==> src/rtl/binary_trie_max_xor_macros.svh <==
// Assertion macros used by the binary trie max-XOR datapath.
`ifndef BINARY_TRIE_MAX_XOR_MACROS_SVH
`define BINARY_TRIE_MAX_XOR_MACROS_SVH
`ifndef SYNTHESIS
// Same-cycle implication, disabled while in reset.
`define BTMX_ASSERT_IMP(lbl, clk, rst_n, ante, cons, msg) \
  lbl: assert property (@(posedge clk) disable iff (!rst_n) (ante) |-> (cons)) \
    else $error(msg);
// Next-cycle implication, disabled while in reset.
`define BTMX_ASSERT_NXT(lbl, clk, rst_n, ante, cons, msg) \
  lbl: assert property (@(posedge clk) disable iff (!rst_n) (ante) |=> (cons)) \
    else $error(msg);
`else
`define BTMX_ASSERT_IMP(lbl, clk, rst_n, ante, cons, msg)
`define BTMX_ASSERT_NXT(lbl, clk, rst_n, ante, cons, msg)
`endif
`endif

==> src/rtl/btmx_pkg.sv <==
// Package: types, codes and defaults for the binary trie max-XOR block.
package btmx_pkg;

  localparam int KEY_W          = 40;
  localparam int STATUS_W       = 2;
  localparam int DEF_KEY_BITS   = 40;
  localparam int DEF_MAX_NODES  = 4096;

  typedef enum logic {
    REQ_INSERT = 1'b0,
    REQ_QUERY  = 1'b1
  } req_t;

  typedef enum logic [STATUS_W-1:0] {
    STAT_OK     = 2'd0,
    STAT_EMPTY  = 2'd1,
    STAT_REJECT = 2'd2
  } status_t;

  typedef enum logic [1:0] {
    ST_IDLE,
    ST_WALK,
    ST_DONE
  } state_t;

  // controller -> datapath
  typedef struct packed {
    logic start;
    logic step;
    logic load_out;
  } ctl_cmd_t;

  // datapath -> controller
  typedef struct packed {
    logic skip;
    logic walk_done;
    logic out_free;
  } dp_stat_t;

endpackage

==> src/rtl/btmx_ctrl.sv <==
// Sequencer for the trie walk: accept, one level per cycle, hand off result.
module btmx_ctrl import btmx_pkg::*; (
  input  logic     clk,
  input  logic     rst_n,
  input  logic     in_valid,
  output logic     in_ready,
  input  dp_stat_t stat,
  output ctl_cmd_t cmd
);

  state_t state_r, state_nxt;

  always_ff @(posedge clk) begin
    if (!rst_n) begin
      state_r <= ST_IDLE;
    end else begin
      state_r <= state_nxt;
    end
  end

  always_comb begin
    state_nxt = state_r;
    case (state_r)
      ST_IDLE: begin
        if (in_valid) state_nxt = stat.skip ? ST_DONE : ST_WALK;
      end
      ST_WALK: begin
        if (stat.walk_done) state_nxt = ST_DONE;
      end
      ST_DONE: begin
        if (stat.out_free) state_nxt = ST_IDLE;
      end
      default: state_nxt = ST_IDLE;
    endcase
  end

  always_comb begin
    in_ready     = 1'b0;
    cmd          = '0;
    case (state_r)
      ST_IDLE: begin
        in_ready  = 1'b1;
        cmd.start = in_valid;
      end
      ST_WALK: begin
        cmd.step = 1'b1;
      end
      ST_DONE: begin
        cmd.load_out = stat.out_free;
      end
      default: begin
        in_ready = 1'b0;
      end
    endcase
  end

endmodule

==> config.mk <==
export PLATFORM = sky130hd
export DESIGN_NAME = btmx_ctrl
export DESIGN_NICKNAME = d
export VERILOG_FILES = /design/src/rtl/binary_trie_max_xor_macros.svh /design/src/rtl/btmx_pkg.sv /design/src/rtl/btmx_ctrl.sv
export SDC_FILE = /design/constraint.sdc
export NUM_CORES = 1
export LEC_CHECK = 0
export BUFFER_PORTS_ARGS = -buffer_cell sky130_fd_sc_hd__buf_2
export CORE_AREA = 4 4 41 43
export DETAILED_ROUTE_END_ITERATION = 10
export DIE_AREA = 0 0 45 47
export GPL_ROUTABILITY_DRIVEN = 0
export HOLD_SLACK_MARGIN = 0.05
export PLACE_DENSITY_LB_ADDON = 0.1
export SLEW_MARGIN = 20
export SYNTH_ARGS = -nofsm -noshare
export SYNTH_HDL_FRONTEND = slang
export SYNTH_SLANG_ARGS = --single-unit
==> constraint.sdc <==
create_clock -name clk -period 1.1 [get_ports clk]
set_clock_uncertainty 0.05 [all_clocks]
set_input_delay 0.22 -clock clk [delete_from_list [all_inputs] [get_ports clk]]
set_output_delay 0.22 -clock clk [all_outputs]
set_load 0.01 [all_outputs]
After elaboration in Yosys (flattened, before gate mapping)

Cells that the tools add are included.
W data, S select, Z words.

Register bits: 2
Output and inout bits: 4

Equality and inequality tests: 5
Mux-type cells: 9
Reductions and logical operators: 2

Operators with widths:

| operator             | count |
|---|---|
| $mux W2              | 4 |
| $ne A2 B2 Y1 const B | 3 |
| $pmux W2 S3          | 1 |
| $mux W1              | 4 |
| $reduce_and A3 Y1    | 1 |
| $eq A2 B1 Y1 const B | 1 |
| $eq A2 B2 Y1 const B | 1 |
| $logic_not A2 Y1     | 1 |

Longest topological paths before layout

Gate-level depths: netlist of the first run.

Word-level depth: 3
Depth in mapped cells: 2

Least setup slack after synthesis of the first run

Ideal clock, no wire load.

Path type: register -> output
Start point: reg state_r[0]
End point: out cmd[2] (netlist bit)
Arrival: 0.742 ns
Required time: 0.830 ns
Path slack: 0.088 ns
Stages on the path, launching flop included: 3
Path through: dfxtp_1 > nor2_1 > and2_1

RTL lines:

| element                  | RTL line        | text |
|---|---|---|
| start: declaration       | btmx_ctrl.sv:11 | `state_t state_r, state_nxt;` |
| start signal: assignment | btmx_ctrl.sv:17 | `state_r <= state_nxt;` |
| end: declaration         | btmx_ctrl.sv:8  | `output ctl_cmd_t cmd` |

==> results of run 1 <==
==> worst max-delay path by stage <==
stage | start | to | slack (ps) | cells past startpoint
finish | state_r[1] | cmd[2] | -90 | 3
global placement | state_r[1] | state_r[1] | 20 | 2
floorplan | state_r[0] | cmd[2] | 90 | 2
detailed placement | state_r[1] | state_r[1] | 40 | 2
CTS | state_r[1] | cmd[2] | -100 | 3
global route | state_r[1] | cmd[2] | -120 | 3
==> cell usage in the layout, fill, tap and decap left out <==
| master | count |
|---|---|
| a21oi_1 | 1 |
| and2_1 | 1 |
| and3b_1 | 1 |
| and4bb_1 | 1 |
| buf_2 | 9 |
| clkbuf_4 | 3 |
| dfxtp_4 | 2 |
| nand2_1 | 1 |
| nand2b_1 | 1 |
| nor2_1 | 1 |
| nor2_2 | 1 |
| nor2b_1 | 1 |
| nor3b_1 | 1 |
| o31a_1 | 1 |
| or2b_1 | 1 |
| or3b_1 | 1 |
==> critical path, stage by stage, from the launching register on <==
cell     delay, ps
dfxtp_4        350
nor2_2         100
and2_1         110
buf_2          120
==> metrics by stage <==
step | util (%) | power (mW) | cells | cell area [um^2]
floorplan | - | 0.112 | 15 | 129
global placement | 14.8 | 0.138 | 39 | 193
detailed placement | 14.8 | 0.138 | 39 | 193
CTS | 17.3 | 0.315 | 42 | 225
global route | 17.3 | 0.327 | 42 | 225
finish | 17.3 | 0.304 | 42 | 225
==> cell families (layout without fill, tap and decap cells) <==
group / count (synthesis) / in the layout / share of synthesized area [%]
AOI/OAI and AO/OA: 2 / 2 / 10.7
buffers and inverters: 0 / 12 / 0
and+or+nand+nor: 11 / 11 / 58.3
DFF: 2 / 2 / 31.1
==> synthesized netlist by cell type <==
master	instances	area share [%]
o31a_1	1	6.8
a21oi_1	1	3.9
nor3b_1	1	5.8
nand2b_1	1	4.9
nor2b_1	1	4.9
and4bb_1	1	9.7
and2_1	1	4.9
nand2_1	1	2.9
or2b_1	1	5.8
or3b_1	1	6.8
and3b_1	1	6.8
nor2_1	2	5.8
dfxtp_1	2	31
==> routing by layer <==
metal  share of wire [%]  wire length (um)  up-vias  global-route usage (%)
met5                   0                 0        -                       0
met4                   0                 0        0                    7.02
met3                 7.8                31        0                    2.68
met2                  50               200        5                    7.91
met1                  42               167       59                    4.07
li1                    -                 -       79                       -
==> report_power, final <==
part | internal, mW | leakage (nW) | switching [mW]
registers | 0.0770 | 0.0178 | 0.00901
logic | 0.0295 | 0.0754 | 0.0211
clock network | 0.121 | 0.0138 | 0.0465
==> area by class of cell <==
type                       count  area share, %
clock buffer                   3           10.0
tap                           15           8.33
sequential                     2           21.1
multi-input combinational     13           40.6
timing repair buffer           9           20.0
==> repair_timing <==
item,CTS,global route
setup endpoints to repair,4,4
endpoints found under the hold margin,0,0
pin swaps,2,0
resized for setup,5,0
gates cloned,0,0
hold buffers,0,0
==> flow_metrics.tcl, run 1 <==
set metrics [dict create \
    grt_pass1_vias 173 \
    die_w_um 45 \
    start_util_pct 9.90 \
    synthesis.nets 21 \
    ys_seq_area_share_pct 31.1 \
    nNetsFinal 35 \
    clock_latency_ps 220 \
    regMostFlops "state_r" \
    r2r_slack_ps 90 \
    slew_headroom_pct 85.8 \
    syn-mean-instance-area_um2 8.59 \
    cts_tree "built" \
    synth_warnings 0 \
    timing.fmax_mhz 843 \
    critPathMaxFanout 7 \
    grt.total_usage_pct 5.13 \
    clock_path_buffers 2 \
    seqCellArea_um2 47.5 \
    finalHoldViolCount 0 \
    grt_overflow_total 0 \
    min_to "state_r[1]" \
    p_leak_nw 0.107 \
    cts_sinks 2 \
    cts-buffers-inserted 3 \
    vias 143 \
    grt_pass1_wl_um 696 \
    areaGrowthSynthToFinish_pct 74.8 \
    end_kind "output port" \
    final.min_clock_period_ps 1190 \
    cts_setup_buffers 0 \
    setup_tns_ps -131 \
    die_area_um2 2120 \
    setup_ws_ps -86.2 \
    wl_per_cell_um 9.50 \
    rsz0062_at_grt "yes" \
    crit_arrival_ps 920 \
    whs_ps 182 \
    cts_max_level 1 \
    io_buffers 9 \
    worst_pin_slew_ps 212 \
    hold_depth 2 \
    min_path_type "input pin to register" \
    hold_path_startpoint "rst_n" \
    synth_cells 15 \
    cp-start-kind "register" \
    reg2regPathDepth 2 \
    grt_max_degree 9 \
    fill_cells 162 \
    wl_um 399 \
    antenna_cells 0 \
    antenna_left 0 \
    crit_type "register to output port" \
    cap_violations 0 \
    rows 13 \
    synth-seq-cells 2 \
    first_iter_violations 1 \
    die_y_um 47 \
    status "finished with violations" \
    timing.rr.start "state_r[0]" \
    largest_register_ff_count 2 \
    setup_viol 3 \
    vias_per_cell 3.40 \
    drc 0 \
    syn_area_um2 129 \
    first_pass_iters 2 \
    root_buffer "clkbuf_4" \
    ios 10 \
    ys_types 13 \
    crit_required_ps 830 \
    pre_cts_ws_ps 35.7 \
    period_share_pct 108 \
    violations "setup timing" \
    final_layout_size_suffix_gt1_share_pct 55.6 \
    fp.coreArea_um2 1300 \
    hpwl_um 301 \
    antenna_found_initial 0 \
    multi_input_area_um2 91.3 \
    maxSlewViolCount 0 \
    p_per_area_nw_per_um2 1350 \
    clk_pin_slew_ps 30 \
    ir_worst_vdd_mv 0.137 \
    reg.largest.list "state_r x2" \
    r2r-end "state_r[0]" \
]
No activity file was read; power rests on OpenSTA's default activity.
==> run 2: changes to the inputs <==
- CORE_AREA: 4 4 41 43 -> 2 2 39 41
- DIE_AREA: 0 0 45 47 -> 0 0 41 43
- clock period: 1.1 -> 1.2 ns (I/O delays scaled with it)
==> flow_metrics.tcl, run 2 (synthesis gave the netlist of run 1 again) <==
set metrics [dict create \
    final_common_cell "buf_2" \
    fp.coreArea_um2 1380 \
    p_leak_nw 0.113 \
    ir_worst_vdd_mv 0.392 \
    final.min_clock_period_ps 1190 \
    final_layout_size_suffix_gt1_share_pct 59.3 \
    crit_arrival_ps 900 \
    antenna_found_initial 0 \
    r2r_slack_ps 200 \
    die_y_um 43 \
    wl_per_cell_um 7.67 \
    reg2regPathDepth 2 \
    cp-endpoint "cmd[2]" \
    clk_pin_slew_ps 30 \
    grt_pass1_wl_um 586 \
    cts_sinks 2 \
    cts_setup_buffers 0 \
    power_mw 0.280 \
    layout_common_cells "buf_2, clkbuf_4, dfxtp_4" \
    grt.total_usage_pct 5.31 \
    antenna_left 0 \
    cts_hold_buf 0 \
    hold_depth 2 \
    end_kind "output port" \
    slew_headroom_pct 89.4 \
    grt_overflow_total 0 \
    setup_viol 0 \
    maxSlewViolCount 0 \
    drc 0 \
    critPathLaunch "state_r[1]" \
    start_util_pct 9.31 \
    ios 10 \
    status "completed" \
    p_per_area_nw_per_um2 1160 \
    grt_max_degree 9 \
    clock_latency_ps 220 \
    period_share_pct 99.5 \
    nNetsFinal 35 \
    pre_cts_ws_ps 134 \
    reg.largest.list "state_r x2" \
    fin_area_um2 240 \
    setup_ws_ps 6.21 \
    root_buffer "clkbuf_4" \
    grt_pass1_vias 156 \
    regMostFlops "state_r" \
    rows 14 \
    finalHoldViolCount 0 \
    cts_tree "built" \
    final_cells 43 \
    largest_register_ff_count 2 \
    cts_max_level 1 \
    die_area_um2 1760 \
    min_path_type "input pin to register" \
    timing.rr.start "state_r[1]" \
    timing.fmax_mhz 838 \
    wl_um 330 \
    crit_required_ps 910 \
    cts-buffers-inserted 3 \
    worst_pin_slew_ps 159 \
    critPathMaxFanout 7 \
    areaGrowthSynthToFinish_pct 86.4 \
    io_buffers 9 \
    dp.cells 40 \
    first_pass_iters 4 \
    antenna_cells 0 \
    whs_ps 214 \
    die_w_um 41 \
    first_iter_violations 3 \
    place_area_um2 194 \
    clock_path_buffers 2 \
    vias_per_cell 3.40 \
    vias 146 \
    r2r-end "state_r[1]" \
    cp-start-kind "register" \
    rsz0062_at_grt "yes" \
    crit_type "register to output port" \
    cap_violations 0 \
]
## run 2: worst max-delay path, stage by stage, from the launching register on
cell and delay (ps):
dfxtp_4 350, nor2_4 100, and2_4 140, buf_6 90
## run 2: worst min path at each step
stage	slack, ps	end	startpoint
final	210	state_r[1]	rst_n
after global routing	210	state_r[1]	rst_n
after CTS	200	state_r[0]	rst_n
after detailed placement	440	state_r[1]	rst_n
after global placement	450	state_r[1]	rst_n
after floorplan	320	state_r[1]	rst_n
## run 2: cell type report
type | count | area [um^2]
well taps | 16 | 20.0
fillers | 166 | 1140
clock buffers | 3 | 22.5
flip-flops and latches | 2 | 47.5
repair buffers | 9 | 51.3
multi-input cells | 13 | 98.8
## run 2: what timing repair did
action                                  4_1_cts  5_1_grt
pin swaps                                     2        1
resized for setup                             5        3
endpoints found under the setup margin        3        3
## run 2: power breakdown
group / internal [mW] / total (mW) / switching (mW)
combinational: 0.0346 / 0.0551 / 0.0205
sequential: 0.0707 / 0.0795 / 0.00887
clock: 0.110 / 0.145 / 0.0349
## run 2: metrics by stage
stage | util (%) | TNS, ps
after detailed placement | 14.0 | 0
final | 17.4 | 0
after floorplan | - | 0
after CTS | 16.4 | -17.1
after global routing | 17.4 | -83.2
after global placement | 14.0 | 0
## run 2: layer usage
layer | track usage (%) | vias up | wire (um)
li1 | - | 78 | -
met1 | 5.41 | 63 | 153
met2 | 6.56 | 5 | 144
met3 | 4.71 | 0 | 32
met4 | 4.00 | 0 | 0
met5 | 0 | - | 0
==> run 3: changes to the inputs <==
- ABC_CLOCK_PERIOD_IN_PS: default -> 1000
- clock period: 1.2 -> 1 ns (I/O delays scaled with it)
==> flow_metrics.tcl, run 3 (synthesis gave the netlist of run 1 again) <==
set metrics [dict create \
    status "finished with violations" \
    violations "setup timing" \
    antenna_cells 0 \
    first_iter_violations 0 \
    die_y_um 43 \
    min_path_type "input pin to register" \
    seqPwrFrac_pct 27.9 \
    crit_required_ps 750 \
    rows 14 \
    slew_headroom_pct 89.5 \
    root_buffer "clkbuf_4" \
    hpwl_um 278 \
    nNetsFinal 36 \
    reg.largest.list "state_r x2" \
    ios 10 \
    cts-buffers-inserted 3 \
    final_layout_size_suffix_gt1_share_pct 60.7 \
    end_kind "output port" \
    fp.coreArea_um2 1380 \
    drc 0 \
    fill_cells 167 \
    combinationalPowerShare_pct 18.9 \
    power_frac_clock_pct 53.2 \
    reg2regPathDepth 2 \
    wl_um 366 \
    antenna_found_initial 0 \
    r2r_slack_ps 10 \
    clk_pin_slew_ps 30 \
    clock_latency_ps 220 \
    multi_input_area_um2 93.8 \
    antenna_left 0 \
    grt_pass1_vias 165 \
    regMostFlops "state_r" \
    vias 147 \
    timing.rr.start "state_r[1]" \
    grt_overflow_total 0 \
    cts_tree "built" \
    power_mw 0.335 \
    switching_share_pct 24.0 \
    worst_pin_slew_ps 158 \
    cap_violations 0 \
    wl_per_cell_um 8.32 \
    final_cells 44 \
    rsz0062_at_grt "yes" \
    finalHoldViolCount 0 \
    r2r-end "state_r[1]" \
    final_common_cell "buf_2" \
    setup_ws_ps -177 \
    crit_type "register to output port" \
    io_buffers 9 \
    cts_sinks 2 \
    largest_register_ff_count 2 \
    areaGrowthSynthToFinish_pct 86.4 \
    critPathLaunch "state_r[1]" \
    layout_common_cells "buf_2, clkbuf_4, dfxtp_4" \
    grt.total_usage_pct 5.91 \
    timing.fmax_mhz 849 \
    p_leak_nw 0.114 \
    p_per_area_nw_per_um2 1400 \
    dp.cells 41 \
    grt_max_degree 9 \
    vias_per_cell 3.34 \
    clock_path_buffers 2 \
    period_share_pct 118 \
    seqCellArea_um2 47.5 \
    cts_max_level 1 \
    grt_pass1_wl_um 614 \
    power.internal_mw 0.255 \
    crit_arrival_ps 930 \
    p_sw_mw 0.0805 \
    cp-endpoint "cmd[1]" \
    final.min_clock_period_ps 1180 \
    ir_worst_vdd_mv 0.447 \
    critPathMaxFanout 6 \
    die_w_um 41 \
    maxSlewViolCount 0 \
    start_util_pct 9.31 \
    die_area_um2 1760 \
    setup_viol 4 \
    cts_setup_buffers 0 \
    cp-start-kind "register" \
    first_pass_iters 1 \
]
==> run 3: changes by cell type in the layout (fill, tap and decap cells not counted), sizes merged <==
cell	before	now
buf	9	10
==> run 3: metal layers <==
layer / vias to the layer above / wire, um / GRT usage, %
li1: 79 / - / -
met1: 63 / 127 / 6.05
met2: 5 / 202 / 6.88
met3: 0 / 35 / 1.57
met4: 0 / 0 / 10.0
met5: - / 0 / 0
==> run 3: layout make-up <==
type,instances,share of cell area [%]
multi-input combinational,13,39.1
timing repair buffer,10,23.4
sequential,2,19.8
clock buffer,3,9.38
tap,16,8.33
==> run 3: worst max-delay path: stages (launching register included) <==
cell and delay [ps]:
dfxtp_4 350, buf_6 110, nor2b_1 100, buf_2 140
==> run 3: power by group through the flow <==
stage	Combinational, mW	Clock [mW]	Sequential, mW
2_1_floorplan	0.0303	0	0.0928
3_3_place_gp	0.0612	0	0.0952
3_5_place_dp	0.0606	0	0.0947
4_1_cts	0.0640	0.196	0.0943
5_1_grt	0.0718	0.197	0.0950
6_report	0.0635	0.178	0.0936
==> run 3: how the worst min path moves through the flow <==
stage	startpoint	to	slack (ps)	cells past startpoint
after floorplan	rst_n	state_r[1]	280	1
after global placement	rst_n	state_r[1]	410	2
after detailed placement	rst_n	state_r[1]	400	2
after CTS	rst_n	state_r[1]	160	2
after global routing	rst_n	state_r[1]	170	2
final	rst_n	state_r[1]	170	2
==> run 3: metrics by stage <==
step	setup TNS, ps	hold WS, ps	cell area [um^2]	worst slack (ps)	util [%]
after global routing	-822	167	240	-231	17.4
after floorplan	0	278	129	7.95	-
after global placement	-126	411	201	-53.4	14.6
after detailed placement	-92.1	401	201	-31.9	14.6
final	-581	168	240	-177	17.4
after CTS	-685	159	235	-201	17.0
==> run 3: what timing repair did <==
item,4_1_cts,5_1_grt
hold buffers,0,0
gates resized for setup,5,2
pin swaps,1,3
endpoints found under the setup margin,6,6
